File: config.mk
export PLATFORM = sky130hd
export DESIGN_NAME = magnet_stop_motor_sequencer_top
export DESIGN_NICKNAME = d
export VERILOG_FILES = /design/src/rtl/msms_pkg.sv /design/src/rtl/msms_sense.sv /design/src/rtl/magnet_stop_motor_sequencer_top.sv
export SDC_FILE = /design/constraint.sdc
export NUM_CORES = 1
export LEC_CHECK = 0
export BUFFER_PORTS_ARGS = -buffer_cell sky130_fd_sc_hd__buf_2
export CAP_MARGIN = 20
export CORE_UTILIZATION = 26
export CTS_CLUSTER_SIZE = 24
export DETAILED_ROUTE_END_ITERATION = 10
export RECOVER_POWER = 50
export SYNTH_ARGS = -nofsm -noshare
export SYNTH_HDL_FRONTEND = slang
export SYNTH_SLANG_ARGS = --single-unit
File: constraint.sdc
create_clock -name clk -period 9.94 [get_ports clk]
set_clock_uncertainty 0.05 [all_clocks]
set_input_delay 0.994 -clock clk [delete_from_list [all_inputs] [get_ports clk]]
set_output_delay 0.994 -clock clk [all_outputs]
set_load 0.01 [all_outputs]
File: src/rtl/msms_pkg.sv
// shared types and constants of the magnet-stop motor sequencer
// field widths, mode codes, register indexes, reset values and blink divider
// no dependencies
`default_nettype none

package msms_pkg;

  localparam int NOW_W       = 32;
  localparam int SAMPLE_W    = 12;
  localparam int SPEED_W     = 9;
  localparam int DELAY_W     = 16;
  localparam int LIGHT_W     = 8;
  localparam int MODE_W      = 3;
  localparam int MAX_SAMPLES = 4;
  localparam int CFG_IDX_W   = 3;
  localparam int CFG_DATA_W  = 16;

  localparam int IN_TDATA_W  = 80;
  localparam int OUT_TDATA_W = 24;

  localparam logic [MODE_W-1:0] MODE_STOPPED  = 3'd0;
  localparam logic [MODE_W-1:0] MODE_STARTING = 3'd1;
  localparam logic [MODE_W-1:0] MODE_MOVING   = 3'd2;
  localparam logic [MODE_W-1:0] MODE_BRAKING  = 3'd3;
  localparam logic [MODE_W-1:0] MODE_BACKUP   = 3'd4;
  localparam logic [MODE_W-1:0] MODE_ERROR    = 3'd5;

  typedef enum logic [CFG_IDX_W-1:0] {
    CFG_BASE_LEVEL     = 3'd0,
    CFG_WINDOW_HALF    = 3'd1,
    CFG_FULL_SPEED     = 3'd2,
    CFG_BACKUP_SPEED   = 3'd3,
    CFG_START_DELAY    = 3'd4,
    CFG_BRAKE_SETTLE   = 3'd5,
    CFG_BACKUP_TIMEOUT = 3'd6,
    CFG_LIGHT_ON       = 3'd7
  } cfg_reg_t;

  localparam logic [SAMPLE_W-1:0]       BASE_LEVEL_RST     = 12'd1648;
  localparam logic [SAMPLE_W-1:0]       WINDOW_HALF_RST    = 12'd24;
  localparam logic signed [SPEED_W-1:0] FULL_SPEED_RST     = 9'sd200;
  localparam logic signed [SPEED_W-1:0] BACKUP_SPEED_RST   = -9'sd64;
  localparam logic [DELAY_W-1:0]        START_DELAY_RST    = 16'd500;
  localparam logic [DELAY_W-1:0]        BRAKE_SETTLE_RST   = 16'd500;
  localparam logic [DELAY_W-1:0]        BACKUP_TIMEOUT_RST = 16'd3000;
  localparam logic [LIGHT_W-1:0]        LIGHT_ON_RST       = 8'd25;

  // blink half period 300 ms: drop two bits, then divide by 75 through a reciprocal
  // ceil(2^37 / 75), exact for every 30-bit dividend
  localparam int              BLINK_PRE_SHIFT = 2;
  localparam int              BLINK_DIV_W     = NOW_W - BLINK_PRE_SHIFT;
  localparam int              BLINK_RECIP_W   = 31;
  localparam logic [30:0]     BLINK_RECIP     = 31'd1832519380;
  localparam int              BLINK_PROD_W    = BLINK_DIV_W + BLINK_RECIP_W;
  localparam int              BLINK_Q_LSB     = 37;

  typedef struct packed {
    logic all_on;
    logic all_off;
  } sense_t;

endpackage

`default_nettype wire

File: src/rtl/msms_sense.sv
// window comparison of the field-sensor samples of one tick
// depends on msms_pkg
`default_nettype none

module msms_sense #(
  parameter int N_SAMPLES = 4
) (
  input  logic [msms_pkg::MAX_SAMPLES*msms_pkg::SAMPLE_W-1:0] samples,
  input  logic [msms_pkg::SAMPLE_W-1:0]                       base_level,
  input  logic [msms_pkg::SAMPLE_W-1:0]                       window_half,
  output msms_pkg::sense_t                                    sense
);
  import msms_pkg::*;

  localparam int NUSED = (N_SAMPLES < 1) ? 1 :
                         (N_SAMPLES > MAX_SAMPLES) ? MAX_SAMPLES : N_SAMPLES;

  logic signed [SAMPLE_W+1:0] low_bound;
  logic        [SAMPLE_W:0]   high_bound;
  logic        [MAX_SAMPLES-1:0] hit;

  assign low_bound  = $signed({2'b00, base_level}) - $signed({2'b00, window_half});
  assign high_bound = {1'b0, base_level} + {1'b0, window_half};

  for (genvar i = 0; i < MAX_SAMPLES; i++) begin : g_lane
    logic [SAMPLE_W-1:0] v;
    assign v      = samples[i*SAMPLE_W +: SAMPLE_W];
    assign hit[i] = ($signed({2'b00, v}) <= low_bound) || ({1'b0, v} >= high_bound);
  end

  always_comb begin
    sense.all_on  = 1'b1;
    sense.all_off = 1'b1;
    for (int i = 0; i < NUSED; i++) begin
      if (hit[i]) sense.all_off = 1'b0;
      else        sense.all_on  = 1'b0;
    end
  end

endmodule

`default_nettype wire

File: src/rtl/magnet_stop_motor_sequencer_top.sv
// top level of the magnet-stop motor sequencer: beat registers, mode sequencer, blink timer
// depends on msms_pkg and msms_sense
`default_nettype none

// One tick beat is taken every cycle, unless the result side stalls, and gives one result
// beat. A tick passes three registers: the input register, the decision register (where
// the mode, entry time, drive and brake are updated, so the next tick sees them) and the
// result register, where the error blink phase is taken from one multiplier on the
// elapsed time. A stalled result side fills the three registers and then holds off new
// ticks. Configuration writes are always taken and must only be made while no tick is in
// flight.
module magnet_stop_motor_sequencer_top #(
  parameter int SAMPLES_PER_TICK = 4
) (
  input  logic                                 clk,
  input  logic                                 rst,
  // now_ms[31:0], sample_a[43:32], sample_b[55:44], sample_c[67:56], sample_d[79:68]
  input  logic [msms_pkg::IN_TDATA_W-1:0]      s_axis_tdata,
  input  logic                                 s_axis_tvalid,
  output logic                                 s_axis_tready,
  // motor_speed[8:0], motor_brake[9], light_level[17:10], mode[20:18], mode_changed[21]
  output logic [msms_pkg::OUT_TDATA_W-1:0]     m_axis_tdata,
  output logic                                 m_axis_tvalid,
  input  logic                                 m_axis_tready,
  input  logic                                 cfg_valid,
  output logic                                 cfg_ready,
  input  logic [msms_pkg::CFG_IDX_W-1:0]       cfg_index,
  input  logic [msms_pkg::CFG_DATA_W-1:0]      cfg_data
);
  import msms_pkg::*;

  typedef enum logic [MODE_W-1:0] {
    ST_STOPPED  = MODE_STOPPED,
    ST_STARTING = MODE_STARTING,
    ST_MOVING   = MODE_MOVING,
    ST_BRAKING  = MODE_BRAKING,
    ST_BACKUP   = MODE_BACKUP,
    ST_ERROR    = MODE_ERROR
  } mode_t;

  // configuration
  logic        [SAMPLE_W-1:0] base_level;
  logic        [SAMPLE_W-1:0] window_half;
  logic signed [SPEED_W-1:0]  full_speed;
  logic signed [SPEED_W-1:0]  backup_speed;
  logic        [DELAY_W-1:0]  start_delay_ms;
  logic        [DELAY_W-1:0]  brake_settle_ms;
  logic        [DELAY_W-1:0]  backup_timeout_ms;
  logic        [LIGHT_W-1:0]  light_on_level;

  // input register
  logic                                in_valid;
  logic [NOW_W-1:0]                    in_now;
  logic [MAX_SAMPLES*SAMPLE_W-1:0]     in_samples;

  // sequencer state
  mode_t                     mode;
  logic [NOW_W-1:0]          entry_time;
  logic signed [SPEED_W-1:0] drive_value;
  logic                      brake_held;

  // decision register
  logic                      mid_valid;
  logic signed [SPEED_W-1:0] mid_speed;
  logic                      mid_brake;
  logic [MODE_W-1:0]         mid_mode;
  logic                      mid_changed;
  logic                      mid_err;
  logic [NOW_W-1:0]          mid_elapsed;

  // result register
  logic                        out_valid;
  logic [OUT_TDATA_W-1:0]      out_data;

  logic                      in_ready;
  logic                      mid_ready;
  logic                      out_ready;
  logic                      advance;
  sense_t                    sense;
  logic [NOW_W-1:0]          elapsed;
  mode_t                     mode_next;
  logic signed [SPEED_W-1:0] drive_next;
  logic                      brake_next;
  logic [BLINK_PROD_W-1:0]   blink_prod;
  logic [LIGHT_W-1:0]        light;

  assign out_ready = !out_valid || m_axis_tready;
  assign mid_ready = !mid_valid || out_ready;
  assign in_ready  = !in_valid || mid_ready;
  assign advance   = in_valid && mid_ready;

  assign s_axis_tready = in_ready;
  assign m_axis_tvalid = out_valid;
  assign m_axis_tdata  = out_data;
  assign cfg_ready     = 1'b1;

  msms_sense #(
    .N_SAMPLES (SAMPLES_PER_TICK)
  ) u_sense (
    .samples     (in_samples),
    .base_level  (base_level),
    .window_half (window_half),
    .sense       (sense)
  );

  assign elapsed = in_now - entry_time;

  always_comb begin
    mode_next  = mode;
    drive_next = drive_value;
    brake_next = brake_held;
    unique case (mode)
      ST_STARTING: begin
        if (elapsed > {{(NOW_W-DELAY_W){1'b0}}, start_delay_ms}) mode_next = ST_MOVING;
      end
      ST_MOVING: begin
        if (sense.all_on) begin
          brake_next = 1'b1;
          mode_next  = ST_BRAKING;
        end
      end
      ST_BRAKING: begin
        if (sense.all_off) begin
          drive_next = backup_speed;
          brake_next = 1'b0;
          mode_next  = ST_BACKUP;
        end else if (elapsed > {{(NOW_W-DELAY_W){1'b0}}, brake_settle_ms}) begin
          mode_next = ST_STOPPED;
        end
      end
      ST_BACKUP: begin
        if (sense.all_on) begin
          brake_next = 1'b1;
          mode_next  = ST_STOPPED;
        end else if (elapsed > {{(NOW_W-DELAY_W){1'b0}}, backup_timeout_ms}) begin
          brake_next = 1'b1;
          mode_next  = ST_ERROR;
        end
      end
      ST_STOPPED: begin
        if (sense.all_off) begin
          drive_next = full_speed;
          brake_next = 1'b0;
          mode_next  = ST_STARTING;
        end
      end
      default: begin
      end
    endcase
  end

  // bit BLINK_Q_LSB of the product is the lowest bit of elapsed / 300
  assign blink_prod = BLINK_PROD_W'(mid_elapsed[NOW_W-1:BLINK_PRE_SHIFT])
                    * BLINK_PROD_W'(BLINK_RECIP);
  assign light      = (mid_err && blink_prod[BLINK_Q_LSB]) ? '0 : light_on_level;

  always_ff @(posedge clk) begin
    if (rst) begin
      base_level        <= BASE_LEVEL_RST;
      window_half       <= WINDOW_HALF_RST;
      full_speed        <= FULL_SPEED_RST;
      backup_speed      <= BACKUP_SPEED_RST;
      start_delay_ms    <= START_DELAY_RST;
      brake_settle_ms   <= BRAKE_SETTLE_RST;
      backup_timeout_ms <= BACKUP_TIMEOUT_RST;
      light_on_level    <= LIGHT_ON_RST;
      in_valid          <= 1'b0;
      mid_valid         <= 1'b0;
      out_valid         <= 1'b0;
      mode              <= ST_STARTING;
      entry_time        <= '0;
      drive_value       <= FULL_SPEED_RST;
      brake_held        <= 1'b0;
    end else begin
      if (cfg_valid && cfg_ready) begin
        unique case (cfg_reg_t'(cfg_index))
          CFG_BASE_LEVEL:     base_level        <= cfg_data[SAMPLE_W-1:0];
          CFG_WINDOW_HALF:    window_half       <= cfg_data[SAMPLE_W-1:0];
          CFG_FULL_SPEED:     full_speed        <= $signed(cfg_data[SPEED_W-1:0]);
          CFG_BACKUP_SPEED:   backup_speed      <= $signed(cfg_data[SPEED_W-1:0]);
          CFG_START_DELAY:    start_delay_ms    <= cfg_data[DELAY_W-1:0];
          CFG_BRAKE_SETTLE:   brake_settle_ms   <= cfg_data[DELAY_W-1:0];
          CFG_BACKUP_TIMEOUT: backup_timeout_ms <= cfg_data[DELAY_W-1:0];
          CFG_LIGHT_ON:       light_on_level    <= cfg_data[LIGHT_W-1:0];
          default: begin
          end
        endcase
      end

      if (in_ready) begin
        in_valid <= s_axis_tvalid;
        if (s_axis_tvalid) begin
          in_now     <= s_axis_tdata[NOW_W-1:0];
          in_samples <= s_axis_tdata[IN_TDATA_W-1:NOW_W];
        end
      end

      if (mid_ready) begin
        mid_valid <= in_valid;
      end
      if (advance) begin
        mode        <= mode_next;
        drive_value <= drive_next;
        brake_held  <= brake_next;
        if (mode_next != mode) entry_time <= in_now;
        mid_speed   <= brake_next ? '0 : drive_next;
        mid_brake   <= brake_next;
        mid_mode    <= mode_next;
        mid_changed <= (mode_next != mode);
        mid_err     <= (mode == ST_ERROR);
        mid_elapsed <= elapsed;
      end

      if (out_ready) begin
        out_valid <= mid_valid;
        if (mid_valid) begin
          out_data <= {2'b00, mid_changed, mid_mode, light, mid_brake, mid_speed};
        end
      end
    end
  end

endmodule

`default_nettype wire

==> Flow_metrics.wiki <==
{| class="wikitable"
! Metric !! Value
|-
| Number of vias per cell after detailed routing || 4.60
|-
| Maximum count of clock buffers along a single path || 3
|-
| Cell area after synthesis || 0.0261 mm2
|-
| RSZ-0062 raised after global routing || false
|-
| Power per Cell Area || 272 mW/mm2
|-
| Min-Delay Path Depth || 0
|-
| Final Hold Slack || 375 ps
|-
| GRT Total Usage || 13.1%
|-
| Max frequency || 125 MHz
|-
| Die ar. || 0.102 mm2
|-
| Routability congestion estimate from global placement || 0.863
|-
| Final worst-path cycle share || 80.7%
|-
| Number of buffers created by CTS || 35
|-
| Failing checks || capacitance limit, slew limit
|-
| Final ANT Viol Nets || 0
|-
| Share of the yosys chip area belonging to registers || 28.2%
|-
| Register bit total from synthesis || 293
|-
| H-Tree Level Count || 2
|-
| Post-synth ARST share || 0%
|-
| Most used flip-flop cell after synthesis || edfxtp_1
|-
| Insertion delay of the later-clocked pin in the worst-skew pair || 560 ps
|-
| Max_slew headroom || -146%
|-
| Die span in x || 319 um
|-
| Number of max-slew violations in the final report || 113
|-
| Capture instance of the worst register-to-register path || m_axis_tdata[17]$_SDFFCE_PP0P_
|-
| Run status || finished, violations left
|-
| Number of distinct standard cells referenced by the synthesized netlist || 102
|-
| Post-CTS Setup Bufs || 0
|-
| Worst-case register-to-register setup slack || 1920 ps
|-
| Number of instances in the synthesized netlist || 2649
|-
| Worst R2R Start || mid_elapsed[13]$_DFFE_PP_
|-
| Wire length of the first global-routing pass || 105 mm
|-
| Proportion of layout cells with a drive suffix above 1 || 8.04%
|-
| EDFF count, synth || 147
|-
| VDD IR max || 0.434 mV
|-
| CTS tree || yes
|-
| Critical Path End || m_axis_tdata[17]$_SDFFCE_PP0P_
|-
| CTS-repair resized insts || 0
|-
| Largest net degree at the start of global routing || 75
|-
| Data arrival time of the worst path || 8270 ps
|-
| Number of buffers added on ports || 127
|-
| Critical-path maximum fanout || 9
|-
| Number of antenna violations at the first check in global routing || 14
|-
| Clock-pin transition on the worst setup and hold timing paths || 60 ps
|-
| Routed wire per std cell || 16.3 um
|-
| I/O pin count || 131
|-
| Placeable Area || 0.0989 mm2
|-
| Worst Max-Slew Pin Slew || 3690 ps
|-
| Total wire length || 66.2 mm
|-
| Count of cells along the worst register-to-register path || 27
|-
| Cell with the biggest individual delay on the critical path || edfxtp_1
|-
| Vias in the first global route || 19000
|-
| TritonCTS Sinks || 293
|-
| Placement Rows || 115
|-
| Biggest cell delay along the critical path || 690 ps
|-
| Category of the worst setup path launch point || register
|-
| Layout area overhead || 11.9%
|-
| Starting density of the core || 26.4%
|-
| Number of hold-slack violations in the final timing report || 0
|-
| Mean instance size in the synthesized netlist || 9.84 um2
|-
| Final min period || 8020 ps
|-
| 1st-iter DRT viols || 911
|-
| Leak pwr || 12.7 nW
|-
| Pre-Repair DR Iteration Count || 6
|-
| Total negative setup slack || 0 ps
|-
| Clock Tree Root || clkbuf_16
|-
| Vias || 18700
|-
| Setup crit start || mid_elapsed[13]$_DFFE_PP_
|-
| Path type of the worst setup path || reg2reg
|-
| Most common cell on crit path || fa_1
|-
| Antenna diode instance count || 0
|-
| Number of nets in the layout || 3466
|-
| Number of warnings printed during yosys synthesis || 0
|-
| Die height || 319 um
|-
| CTS hold repair buffers || 0
|-
| Setup Viol. Count Final || 0
|-
| Global route overflow || 0
|-
| Setup crit end kind || register
|-
| Required time of the critical path || 10190 ps
|-
| HPWL after DPL || 53.4 mm
|-
| Classification of the worst-slack hold path || reg2reg
|-
| DRC violation count after routing || 0
|-
| Maximum capacitance violations || 2
|}
## where the power goes
group	internal (W)	switching [W]
clock network	0.000774	0.000541
logic	0.00230	0.00286
registers	0.00140	0.0000659
total	0.00448	0.00347
## layout by cell type, fill, tap and decap left out, types with 8 or more instances in the layout
master	n
a211oi_1	17
a21o_1	58
a21oi_1	152
buf_2	102
buf_4	11
clkbuf_1	35
clkbuf_16	36
dfxtp_1	146
edfxtp_1	147
fa_1	214
ha_1	402
inv_1	465
mux2i_1	33
nand2_1	312
nand2b_1	16
nand3_1	34
nand4_1	39
nor2_1	63
nor2b_1	28
nor3_1	16
nor4_1	14
o211ai_1	38
o21a_1	28
o21ai_0	55
o21bai_1	21
o31ai_1	10
or2_2	8
or3_1	9
xnor2_1	52
xor2_1	19
## kinds of logic (layout without fill, tap and decap cells)
| group | after synthesis | after routing | share of synthesized area [%] |
|---|---|---|---|
| adder cells (fa/ha/maj) | 619 | 619 | 35.9 |
| AND/OR/NAND/NOR | 594 | 594 | 10.9 |
| buffers and inverters | 548 | 671 | 8.34 |
| AO/OA/AOI/OAI | 487 | 487 | 13.0 |
| flip-flops | 293 | 293 | 28.2 |
| XOR/XNOR | 71 | 71 | 2.39 |
| multiplexers | 35 | 35 | 1.40 |
| other | 2 | 3 | 0.0288 |
## registers in the layout, indices dropped and copies added (netlist names), 8 cells and up
register           cells
drive_value            9
base_level            12
in_samples            48
mid_elapsed           30
mid_speed              9
entry_time            32
in_now                32
full_speed             9
brake_settle_ms       16
window_half           12
start_delay_ms        16
light_on_level         8
m_axis_tdata          22
backup_speed           9
backup_timeout_ms     16
## cell type report
class | count | area (um2)
Tap cell | 1287 | 1610
Inverter | 467 | 1750
Fill cell | 10200 | 69700
Multi-Input combinational cell | 1809 | 16600
Clock inverter | 17 | 223
Timing Repair Buffer | 140 | 694
Sequential cell | 293 | 7340
Clock buffer | 47 | 966
## metal layers
metal,global-route usage [%],vias up,part of all wire [%]
li1,-,9191,-
met1,18.2,9037,49
met2,21.2,358,45
met3,2.09,80,4.4
met4,2.90,8,1.7
met5,0,-,0.086
## cell usage after synthesis (17+ instances only)
library cell,instances,area [um2]
dfxtp_1,146,2920
nor2_1,65,244
clkbuf_1,47,176
o21a_1,28,210
edfxtp_1,147,4410
a211oi_1,17,128
nand4_1,39,244
nor2b_1,28,175
nand3_1,34,170
fa_1,214,4280
ha_1,402,5030
inv_1,466,1750
nand2_1,312,1170
xnor2_1,52,455
xor2_1,19,166
o211ai_1,38,285
o21ai_0,55,275
a21o_1,58,435
o21bai_1,21,158
a21oi_1,152,761
nor3_1,17,85.1
mux2i_1,33,330
## critical path: cells and delay by family, from the launching register on
family | cells | cell delay [ps]
AND/OR/NAND/NOR | 3 | 520
flip-flops | 1 | 690
adder cells (fa/ha/maj) | 9 | 4390
buffers and inverters | 6 | 430
XOR/XNOR | 1 | 310
AO/OA/AOI/OAI | 8 | 1360
## worst min path at each step
stage / start / end
after CTS: mid_mode[2]$_DFFE_PP_ / m_axis_tdata[20]$_DFFE_PP_
after floorplan: mid_speed[0]$_SDFFCE_PP0P_ / m_axis_tdata[0]$_DFFE_PP_
after global routing: mid_speed[5]$_SDFFCE_PP0P_ / m_axis_tdata[5]$_DFFE_PP_
after detailed placement: mid_speed[7]$_SDFFCE_PP0P_ / m_axis_tdata[7]$_DFFE_PP_
after global placement: mid_speed[7]$_SDFFCE_PP0P_ / m_axis_tdata[7]$_DFFE_PP_
final: mid_mode[2]$_DFFE_PP_ / m_axis_tdata[20]$_DFFE_PP_
## stage by stage
| step | std cells | instance area, um2 | util, % | worst slack, ps | power [W] |
|---|---|---|---|---|---|
| global route | 4060 | 29200 | 29.5 | 1530 | 0.00886 |
| floorplan | 2650 | 26100 | - | 2720 | 0.00536 |
| global placement | 3996 | 28000 | 28.3 | 1920 | 0.00663 |
| detailed placement | 3996 | 28000 | 28.3 | 1830 | 0.00668 |
| CTS | 4060 | 29200 | 29.5 | 1800 | 0.00810 |
| finish | 4060 | 29200 | 29.5 | 1920 | 0.00794 |
(Power assumes the default switching activity.)
